--- src/rtl/calendar_date_adder_unit_macros.svh ---
// Assertion helpers for the calendar date adder.
// Each macro runs on the rising edge of clock and is off while reset is high.
`ifndef CALENDAR_DATE_ADDER_UNIT_MACROS_SVH
`define CALENDAR_DATE_ADDER_UNIT_MACROS_SVH

// Property that must hold at every edge.
`define CDA_ASSERT_ALWAYS(label, expr, msg) \
   label: assert property (@(posedge clock) disable iff (reset) (expr)) else $error(msg);

// Antecedent in one cycle, consequent in the next.
`define CDA_ASSERT_NEXT(label, ante, cons, msg) \
   label: assert property (@(posedge clock) disable iff (reset) (ante) |=> (cons)) \
      else $error(msg);

`endif

--- src/rtl/cda_pkg.sv ---
`timescale 1ns / 1ps

package cda_pkg;

   localparam logic [13:0] YEAR_MAX    = 14'd9999;
   localparam logic [3:0]  MONTH_JAN   = 4'd1;
   localparam logic [3:0]  MONTH_FEB   = 4'd2;
   localparam logic [3:0]  MONTH_DEC   = 4'd12;
   localparam logic [4:0]  DAY_FIRST   = 5'd1;
   localparam logic [4:0]  DAY_DEC_END = 5'd31;
   localparam logic [6:0]  CENT_WRAP   = 7'd99;
   localparam logic [13:0] CENT_YEARS  = 14'd100;

   // floor(y / 100) == (y * 5243) >> 19 for every y below 43699
   localparam logic [26:0] DIV100_MULT  = 27'd5243;
   localparam int          DIV100_SHIFT = 19;

   typedef enum logic [2:0] {
      ST_IDLE,
      ST_LOAD_DIV,
      ST_LOAD_FIN,
      ST_WALK,
      ST_RESP
   } state_type;

   typedef struct packed {
      logic accept_load;
      logic accept_add;
      logic load_div;
      logic load_fin;
      logic walk;
      logic rsp_valid;
      logic req_stall;
   } ctrl_type;

   typedef struct packed {
      logic       fits;      // remaining days end inside this month
      logic       at_end;    // December of the last year
      logic       year_roll; // December: next month is January
      logic [4:0] day_sum;   // new day when fits
   } step_type;

   // Full Gregorian rule from year mod 4, century mod 4 and year mod 100
   function automatic logic is_leap(input logic [1:0] year_lo, input logic [1:0] cent_lo,
                                    input logic [6:0] rem);
      return (year_lo == 2'd0) && ((rem != 7'd0) || (cent_lo == 2'd0));
   endfunction

   function automatic logic [4:0] month_len(input logic [3:0] month, input logic leap);
      logic [4:0] len;
      case (month)
         4'd1:    len = 5'd31;
         4'd2:    len = leap ? 5'd29 : 5'd28;
         4'd3:    len = 5'd31;
         4'd4:    len = 5'd30;
         4'd5:    len = 5'd31;
         4'd6:    len = 5'd30;
         4'd7:    len = 5'd31;
         4'd8:    len = 5'd31;
         4'd9:    len = 5'd30;
         4'd10:   len = 5'd31;
         4'd11:   len = 5'd30;
         4'd12:   len = 5'd31;
         default: len = 5'd31;
      endcase
      return len;
   endfunction

endpackage

--- src/rtl/calendar_date_adder_unit.sv ---
`timescale 1ns / 1ps
// Calendar date adder: holds a Gregorian date and loads it or moves it forward.
// Request channel (req_*): req_mode 0 loads req_load_year/month/day, clamped to a
// valid date; req_mode 1 adds req_increment days. Valid/stall handshake: an item
// is taken on a clock edge with req_valid high and req_stall low.
// Response channel (rsp_*): one item per request with the date after the
// operation; rsp_overflow is set when an add would pass 9999-12-31, in which
// case the date sticks at 9999-12-31.
// A load passes the divide-by-100 multiply, then the remainder and day clamp,
// before it answers. An add walks one month per cycle through a single
// add/compare unit before it answers.
// One item at a time: req_stall stays high from acceptance until the response
// is taken. While rsp_stall is high the response holds and nothing new enters.
// Synchronous reset sets the date to 0000-01-01 and leaves the block idle.
`include "calendar_date_adder_unit_macros.svh"

module calendar_date_adder_unit import cda_pkg::*; #(
   parameter int INCREMENT_BITS = 16
) (
   input  logic                      clock,
   input  logic                      reset,
   input  logic                      req_valid,
   output logic                      req_stall,
   input  logic                      req_mode,
   input  logic [13:0]               req_load_year,
   input  logic [3:0]                req_load_month,
   input  logic [4:0]                req_load_day,
   input  logic [INCREMENT_BITS-1:0] req_increment,
   output logic                      rsp_valid,
   input  logic                      rsp_stall,
   output logic [13:0]               rsp_cur_year,
   output logic [3:0]                rsp_cur_month,
   output logic [4:0]                rsp_cur_day,
   output logic                      rsp_overflow
);

   ctrl_type                  ctrl;
   step_type                  stat;
   logic                      walk_done;
   logic [INCREMENT_BITS-1:0] inc_next;

   logic [13:0]               year_ff,  year_in;
   logic [3:0]                month_ff, month_in;
   logic [4:0]                day_ff,   day_in;
   logic [6:0]                cent_ff,  cent_in;
   logic [6:0]                rem_ff,   rem_in;
   logic                      ovf_ff,   ovf_in;
   logic [INCREMENT_BITS-1:0] inc_ff,   inc_in;

   logic [13:0] ld_year;
   logic [3:0]  ld_month;
   logic [26:0] div_prod;
   logic [13:0] rem_full;
   logic [4:0]  ld_len;

   cda_seq u_seq (
      .clock     (clock),
      .reset     (reset),
      .req_valid (req_valid),
      .req_mode  (req_mode),
      .rsp_stall (rsp_stall),
      .walk_done (walk_done),
      .ctrl      (ctrl)
   );

   cda_step #(
      .INCREMENT_BITS (INCREMENT_BITS)
   ) u_step (
      .year     (year_ff),
      .cent     (cent_ff),
      .rem      (rem_ff),
      .month    (month_ff),
      .day      (day_ff),
      .inc      (inc_ff),
      .stat     (stat),
      .inc_next (inc_next)
   );

   assign walk_done = ctrl.walk && (stat.fits || stat.at_end);

   assign ld_year  = (req_load_year > YEAR_MAX) ? YEAR_MAX : req_load_year;
   assign ld_month = (req_load_month < MONTH_JAN) ? MONTH_JAN :
                     (req_load_month > MONTH_DEC) ? MONTH_DEC : req_load_month;
   assign div_prod = 27'(year_ff) * DIV100_MULT;
   assign rem_full = year_ff - 14'(cent_ff) * CENT_YEARS;
   assign ld_len   = month_len(month_ff, is_leap(year_ff[1:0], cent_ff[1:0], rem_full[6:0]));

   always_comb begin
      year_in  = year_ff;
      month_in = month_ff;
      day_in   = day_ff;
      cent_in  = cent_ff;
      rem_in   = rem_ff;
      ovf_in   = ovf_ff;
      inc_in   = inc_ff;
      if (ctrl.accept_load) begin
         year_in  = ld_year;
         month_in = ld_month;
         day_in   = (req_load_day < DAY_FIRST) ? DAY_FIRST : req_load_day;
         ovf_in   = 1'b0;
      end
      if (ctrl.accept_add) begin
         inc_in = req_increment;
         ovf_in = 1'b0;
      end
      if (ctrl.load_div) begin
         cent_in = div_prod[DIV100_SHIFT+6:DIV100_SHIFT];
      end
      if (ctrl.load_fin) begin
         rem_in = rem_full[6:0];
         if (day_ff > ld_len) day_in = ld_len;
      end
      if (ctrl.walk) begin
         if (stat.fits) begin
            day_in = stat.day_sum;
         end else if (stat.at_end) begin
            month_in = MONTH_DEC;
            day_in   = DAY_DEC_END;
            ovf_in   = 1'b1;
         end else begin
            inc_in = inc_next;
            day_in = DAY_FIRST;
            if (stat.year_roll) begin
               month_in = MONTH_JAN;
               year_in  = year_ff + 14'd1;
               if (rem_ff == CENT_WRAP) begin
                  rem_in  = 7'd0;
                  cent_in = cent_ff + 7'd1;
               end else begin
                  rem_in = rem_ff + 7'd1;
               end
            end else begin
               month_in = month_ff + 4'd1;
            end
         end
      end
   end

   always_ff @(posedge clock) begin
      if (reset) begin
         year_ff  <= '0;
         month_ff <= MONTH_JAN;
         day_ff   <= DAY_FIRST;
         cent_ff  <= '0;
         rem_ff   <= '0;
         ovf_ff   <= 1'b0;
      end else begin
         year_ff  <= year_in;
         month_ff <= month_in;
         day_ff   <= day_in;
         cent_ff  <= cent_in;
         rem_ff   <= rem_in;
         ovf_ff   <= ovf_in;
      end
   end

   always_ff @(posedge clock) begin
      inc_ff <= inc_in;
   end

   assign req_stall     = ctrl.req_stall;
   assign rsp_valid     = ctrl.rsp_valid;
   assign rsp_cur_year  = year_ff;
   assign rsp_cur_month = month_ff;
   assign rsp_cur_day   = day_ff;
   assign rsp_overflow  = ovf_ff;

   // century split must track the year during the walk and while a response is valid
   `CDA_ASSERT_ALWAYS(a_year_split, !(ctrl.walk || ctrl.rsp_valid) || (year_ff == 14'(cent_ff) * CENT_YEARS + 14'(rem_ff)), "century split out of step with year")
   `CDA_ASSERT_ALWAYS(a_date_valid, !ctrl.rsp_valid || ((day_ff >= DAY_FIRST) && (day_ff <= month_len(month_ff, is_leap(year_ff[1:0], cent_ff[1:0], rem_ff))) && (month_ff >= MONTH_JAN) && (month_ff <= MONTH_DEC) && (year_ff <= YEAR_MAX)), "response date is not a valid date")
   `CDA_ASSERT_ALWAYS(a_ovf_date, !(ctrl.rsp_valid && ovf_ff) || ((year_ff == YEAR_MAX) && (month_ff == MONTH_DEC) && (day_ff == DAY_DEC_END)), "overflow without saturated date")
   `CDA_ASSERT_NEXT(a_load_ovf, ctrl.accept_load, !ovf_ff, "overflow left set by a load")

endmodule

--- src/rtl/cda_step.sv ---
`timescale 1ns / 1ps

// One month of the walk: adds the increment to the day, compares against the month length and reduces the increment.
module cda_step import cda_pkg::*; #(
   parameter int INCREMENT_BITS = 16
) (
   input  logic [13:0]               year,
   input  logic [6:0]                cent,
   input  logic [6:0]                rem,
   input  logic [3:0]                month,
   input  logic [4:0]                day,
   input  logic [INCREMENT_BITS-1:0] inc,
   output step_type                  stat,
   output logic [INCREMENT_BITS-1:0] inc_next
);

   localparam int SW = INCREMENT_BITS + 1;

   logic [4:0]    len;
   logic [SW-1:0] sum;
   logic [SW-1:0] used;

   assign len  = month_len(month, is_leap(year[1:0], cent[1:0], rem));
   assign sum  = SW'(inc) + SW'(day);
   // days consumed to reach the first of next month
   assign used = SW'(len) - SW'(day) + SW'(1);

   assign stat.fits      = (sum <= SW'(len));
   assign stat.year_roll = (month >= MONTH_DEC);
   assign stat.at_end    = stat.year_roll && (year >= YEAR_MAX);
   assign stat.day_sum   = sum[4:0];
   assign inc_next       = inc - used[INCREMENT_BITS-1:0];

endmodule

--- src/rtl/cda_seq.sv ---
`timescale 1ns / 1ps

module cda_seq import cda_pkg::*; (
   input  logic     clock,
   input  logic     reset,
   input  logic     req_valid,
   input  logic     req_mode,
   input  logic     rsp_stall,
   input  logic     walk_done,
   output ctrl_type ctrl
);

   state_type state_ff;
   state_type state_in;

   always_ff @(posedge clock) begin
      if (reset) begin
         state_ff <= ST_IDLE;
      end else begin
         state_ff <= state_in;
      end
   end

   always_comb begin
      state_in = state_ff;
      case (state_ff)
         ST_IDLE: begin
            if (req_valid) state_in = req_mode ? ST_WALK : ST_LOAD_DIV;
         end
         ST_LOAD_DIV: state_in = ST_LOAD_FIN;
         ST_LOAD_FIN: state_in = ST_RESP;
         ST_WALK: begin
            if (walk_done) state_in = ST_RESP;
         end
         ST_RESP: begin
            if (!rsp_stall) state_in = ST_IDLE;
         end
         default: state_in = ST_IDLE;
      endcase
   end

   always_comb begin
      ctrl = '0;
      case (state_ff)
         ST_IDLE: begin
            ctrl.accept_load = req_valid && !req_mode;
            ctrl.accept_add  = req_valid && req_mode;
         end
         ST_LOAD_DIV: begin
            ctrl.load_div  = 1'b1;
            ctrl.req_stall = 1'b1;
         end
         ST_LOAD_FIN: begin
            ctrl.load_fin  = 1'b1;
            ctrl.req_stall = 1'b1;
         end
         ST_WALK: begin
            ctrl.walk      = 1'b1;
            ctrl.req_stall = 1'b1;
         end
         ST_RESP: begin
            ctrl.rsp_valid = 1'b1;
            ctrl.req_stall = 1'b1;
         end
         default: ctrl.req_stall = 1'b1;
      endcase
   end

endmodule
--- config.mk ---
export PLATFORM = sky130hd
export DESIGN_NAME = calendar_date_adder_unit
export DESIGN_NICKNAME = d
export VERILOG_FILES = /design/src/rtl/cda_pkg.sv /design/src/rtl/calendar_date_adder_unit.sv /design/src/rtl/cda_step.sv /design/src/rtl/cda_seq.sv
export VERILOG_INCLUDE_DIRS = /design/src /design/src/rtl
export SDC_FILE = /design/constraint.sdc
export NUM_CORES = 1
export LEC_CHECK = 0
export ABC_AREA = 1
export ABC_CLOCK_PERIOD_IN_PS = 6100
export BUFFER_PORTS_ARGS = -buffer_cell sky130_fd_sc_hd__buf_4
export CAP_MARGIN = 20
export CORE_ASPECT_RATIO = 1.5
export CORE_MARGIN = 2
export CORE_UTILIZATION = 50
export CTS_BUF_LIST = sky130_fd_sc_hd__clkbuf_16
export DETAILED_ROUTE_END_ITERATION = 12
export GPL_ROUTABILITY_DRIVEN = 0
export PLACE_DENSITY_LB_ADDON = 0.25
export SYNTH_ARGS = -nofsm -noshare
export SYNTH_HDL_FRONTEND = slang
export SYNTH_HIERARCHICAL = 1
export SYNTH_SLANG_ARGS = --single-unit
--- constraint.sdc ---
create_clock -name clock -period 6.1 [get_ports clock]
set_input_delay 0.61 -clock clock [delete_from_list [all_inputs] [get_ports clock]]
set_output_delay 0.61 -clock clock [all_outputs]
set_load 0.02 [all_outputs]
; ---- Yosys cells after proc, flatten, opt, wreduce, memory -nomap -nowiden
; Index checks and enable logic that the tools add are counted.
[classes]
mux = 56
n_mul = 2
n_reduce_logical = 17
addsub = 9
magnitude_cmp = 8
eq_ne = 13
[op_table]
columns = operator, n
row1 = $mux W14, 6
row2 = $mux W7, 12
row3 = $mux W16, 4
row4 = $mux W5, 7
row5 = $mux W4, 7
row6 = $mul A14 B13 Y26 const B, 1
row7 = $add A16 B5 Y17, 1
row8 = $le A17 B5 Y1, 1
row9 = $add A16 B1 Y16 const B, 1
row10 = $sub A16 B16 Y16, 1
row11 = $pmux W3 S5, 1
row12 = $add A14 B1 Y14 const B, 1
row13 = $add A7 B1 Y7 const B, 2
row14 = $ge A14 B14 Y1 const B, 1
row15 = $gt A14 B14 Y1 const B, 1
row16 = $reduce_bool A7 Y1, 2
row17 = $mux W1, 12
row18 = $pmux W5 S2, 1
row19 = $mux W3, 3
row20 = $eq A4 B3 Y1 const B, 2
row21 = $eq A4 B4 Y1 const B, 2
row22 = $eq A7 B7 Y1 const B, 1
row23 = $mul A7 B5 Y5 const B, 1
row24 = $sub A7 B7 Y7, 1
row25 = other kinds (22), 33
[word_totals]
register_bits = 57
inputBits = 44
word_cells = 113
out_inout_bits = 26

; ---- Longest topological paths before layout
[depth]
word_depth = 11
mapped_depth = 28
ltp_nobuf = 28

; ---- By module
; Netlist, hierarchy kept.
[modules_own_cells]
columns = mod, instances, area_each_um2, cells_per_inst
row1 = calendar_date_adder_unit, 1, 7225.7, 969
row2 = cda_step, 1, 1779.2, 304
row3 = cda_seq, 1, 212.7, 35

; ---- Worst setup path after synthesis
; OpenSTA, ideal clock, no wires.
[synth_timing]
path_kind = reg-to-reg
startpoint = register year_ff[11], in the netlist rsp_cur_year[11]
endpoint = register cent_ff[3]
path_stages_with_launch = 22
t_arrival_ns = 4.375
path_slack_ns = 1.612
cell_sequence = dfxtp_1 fa_1 ha_1 inv_1 fa_1 inv_1 fa_1 inv_1 fa_1 inv_1 ha_1 nand2_1 nor2_1 nand2_1 nor2_1 nand3b_1 nand3_1 nand2_1 nand3_1 nand2_1 nor2_1 nor2_1
[synth_via]
elab_chain_len = 7
[synth_rtl]
columns = element, line
row1 = from (decl), calendar_date_adder_unit.sv:42  ; logic [13:0] year_ff, year_in;
row2 = from (signal assigned), calendar_date_adder_unit.sv:148  ; year_ff <= year_in;
row3 = $mul A14 B13 Y26, calendar_date_adder_unit.sv:84  ; assign div_prod = 27'(year_ff) * DIV100_MULT;
row4 = $mux W7, calendar_date_adder_unit.sv:106  ; if (ctrl.load_div) begin
row5 = $mux W7, calendar_date_adder_unit.sv:126  ; if (rem_ff == CENT_WRAP) begin
row6 = $mux W7, calendar_date_adder_unit.sv:123  ; if (stat.year_roll) begin
row7 = $mux W7, calendar_date_adder_unit.sv:116  ; end else if (stat.at_end) begin
row8 = $mux W7, calendar_date_adder_unit.sv:114  ; if (stat.fits) begin
row9 = $mux W7 (*), calendar_date_adder_unit.sv:113  ; if (ctrl.walk) begin
row10 = to (signal assigned), calendar_date_adder_unit.sv:151  ; cent_ff <= cent_in;
row11 = to (decl), calendar_date_adder_unit.sv:45  ; logic [6:0] cent_ff, cent_in;
; Every way passes the cells marked *; elsewhere a longest branch is shown, timed or not.
; A chain may end at the register's enable or synchronous reset.

; ---- Worst setup path after layout
[layout_timing]
startpoint = register year_ff[4], in the netlist rsp_cur_year[4]
endpoint = register cent_ff[2]
; Same word-level chain as after synthesis.

==> impl_metrics.yaml <==
min_path:
  holdCritPathClass: "reg -> reg"
  holdCritStartpoint: "rsp_overflow$_SDFF_PP0_"
final_layout:
  fin_nets: 1534
  antenna_cells: 0
  drive_gt1_share_pct: 11.1
  seqCellArea_sq_um: 1100
  final_cell_mix: "nand2_1, inv_1, ha_1, nor2_1, buf_4"
  multi_input_area_sq_um: 6630
  layout_commonest_cell: "nand2_1"
  syn2layout_area_growth_pct: 9.07
  fill_cells: 1688
global_route:
  grtUsageMet2_pct: 51.0
  grt_pass1_wl_microns: 39500
  antenna_found_initial: 0
  use_met3_pct: 2.15
  grt_usage_pct: 26.1
  grt_pass1_vias: 8104
  grt-busiest-layer: "met2"
  use_met1_pct: 27.6
  gr-total-overflow: 0
  grt_max_degree: 37
floorplan:
  initial_core_util_pct: 50.9
  die_area_sq_um: 18800
  core_area_sq_um: 17300
  row_count: 59
  fp.dieH_microns: 167
  ioPinCount: 70
  die_x_microns: 113
drt:
  drt-wirelength-per-cell_microns: 16.0
  ant_nets: 0
  wirelength_microns: 24100
  drt_iter0_drc: 418
  drt-pass1-iter-count: 5
  viasPerCell: 5.41
  vias: 8148
  drc: 0
timing:
  worst_slew_pin_slew_ps: 1050
  layout_min_cycle_time_ps: 4820
  worst_slack_ps: 1280
  fin_skew_ps: 9.54
  rsz0062_at_grt: "no"
  maxSlewViolCount: 0
  max_clock_freq_mhz: 207
  timing.final.crit_share_pct: 79.0
  hold_violations: 0
  relSlewSlack_pct: 29.7
  finalSetupViolations: 0
  setup_tns_ps: 0
critical_path:
  worstPathArrival_ps: 5030
  worstPathMaxFanout: 10
  critPathKind: "reg -> reg"
  crit_start: "rsp_cur_year[4]$_SDFF_PP0_"
  endpoint_kind: "flop"
  r2r_start: "rsp_cur_year[4]$_SDFF_PP0_"
  cp.required_ps: 6310
  cp-start-kind: "flop"
pwr:
  pwr-share-clk_pct: 9.5
  swShare_pct: 53.6
  power_density_nw_per_um2: 330
  p_int_mw: 1.47
  power.leakage_nw: 5.24
  power.switching_mw: 1.70
  combPwrFrac_pct: 69.1
  sequentialPowerShare_pct: 21.3
  ir_drop_mv: 0.280
clock_network:
  path_clk_slew_ps: 80
  cts_buffers: 5
  hold_buffers: 0
  insertion_delay_ps: 310
  htreeDepth: 2
  clockBufferDepth: 2
  cts-root-buf: "clkbuf_16"
  cts_setup_buffers: 0
  clock-sinks: 55
  cts_tree: "done"
  postCtsResizedCells: 0
placed_design:
  hpwlAfterDp_microns: 20200
  portBuffers: 69
  place_ws_ps: 1310
synthesis:
  yosysWarnings: 6
  netlist_area_sq_um: 8830
  synthCells: 1237
  syn-num-nets: 1478
  avgSynthCellArea_sq_um: 7.14
run:
  drv_cap: 0
outcome:
  outcome: "finished clean"
## flip-flops by register name (all words and copies together), names as in the netlist
| signal | count |
|---|---|
| u_seq/state_ff | 3 |
| rsp_cur_day | 5 |
| inc_ff | 16 |
| rsp_overflow | 1 |
| cent_ff | 5 |
| rsp_cur_month | 4 |
| rem_ff | 7 |
| rsp_cur_year | 14 |
## final timing paths
kind         cells after the start  slack, ps                 endpoint
max                             22       1280    cent_ff[2]$_SDFF_PP0_
min                              2        510  rsp_overflow$_SDFF_PP0_
max reg2reg                     22       1280    cent_ff[2]$_SDFF_PP0_
min reg2reg                      2        510  rsp_overflow$_SDFF_PP0_
## power groups by stage
stage                     combinational, mW  sequential [mW]  clock, mW
final                                  2.20            0.677      0.303
after global routing                   2.53            0.698      0.318
after CTS                              2.21            0.674      0.304
after detailed placement               2.19            0.681          0
after global placement                 2.16            0.680          0
after floorplan                        1.67            0.627          0
## per-stage QoR
stage	cells	hold slack (ps)	area, sq um	power [mW]	util, %
after CTS	1507	514	9630	3.19	55.5
after detailed placement	1499	504	9490	2.88	54.7
after global routing	1507	541	9630	3.55	55.5
after floorplan	1237	454	8830	2.30	-
after global placement	1499	492	9490	2.84	54.7
final	1507	512	9630	3.18	55.5
## area by class of cell
class                           instances  area share (%)
Clock buffer                            5            1.30
Sequential cell                        55            11.4
Clock inverter                          3           0.156
Inverter                              247            9.69
Multi-Input combinational cell        910            68.9
Tap cell                              213            2.77
Timing Repair Buffer                   74            5.77
## routing by layer
metal	vias to the layer above	routed length (microns)
met5	-	0
met4	0	1250
met3	58	773
met2	195	13200
met1	3805	8820
li1	4090	-
## worst max-delay path, cell delays in order, from the launching register on
cell and delay (ps):
dfxtp_1 620, inv_1 230, fa_1 580, inv_1 40
ha_1 210, fa_1 530, inv_1 50, fa_1 480
fa_1 560, inv_1 40, ha_1 330, nand2_1 90
inv_1 70, nand2_1 80, nand3_1 70, nand2_1 70
nand2_1 40, nor2_1 150, nand3b_1 100, nand3_1 140
nand3_1 90, nand2_1 100, nor2_1 40
Power figures use the tool's default switching activity.
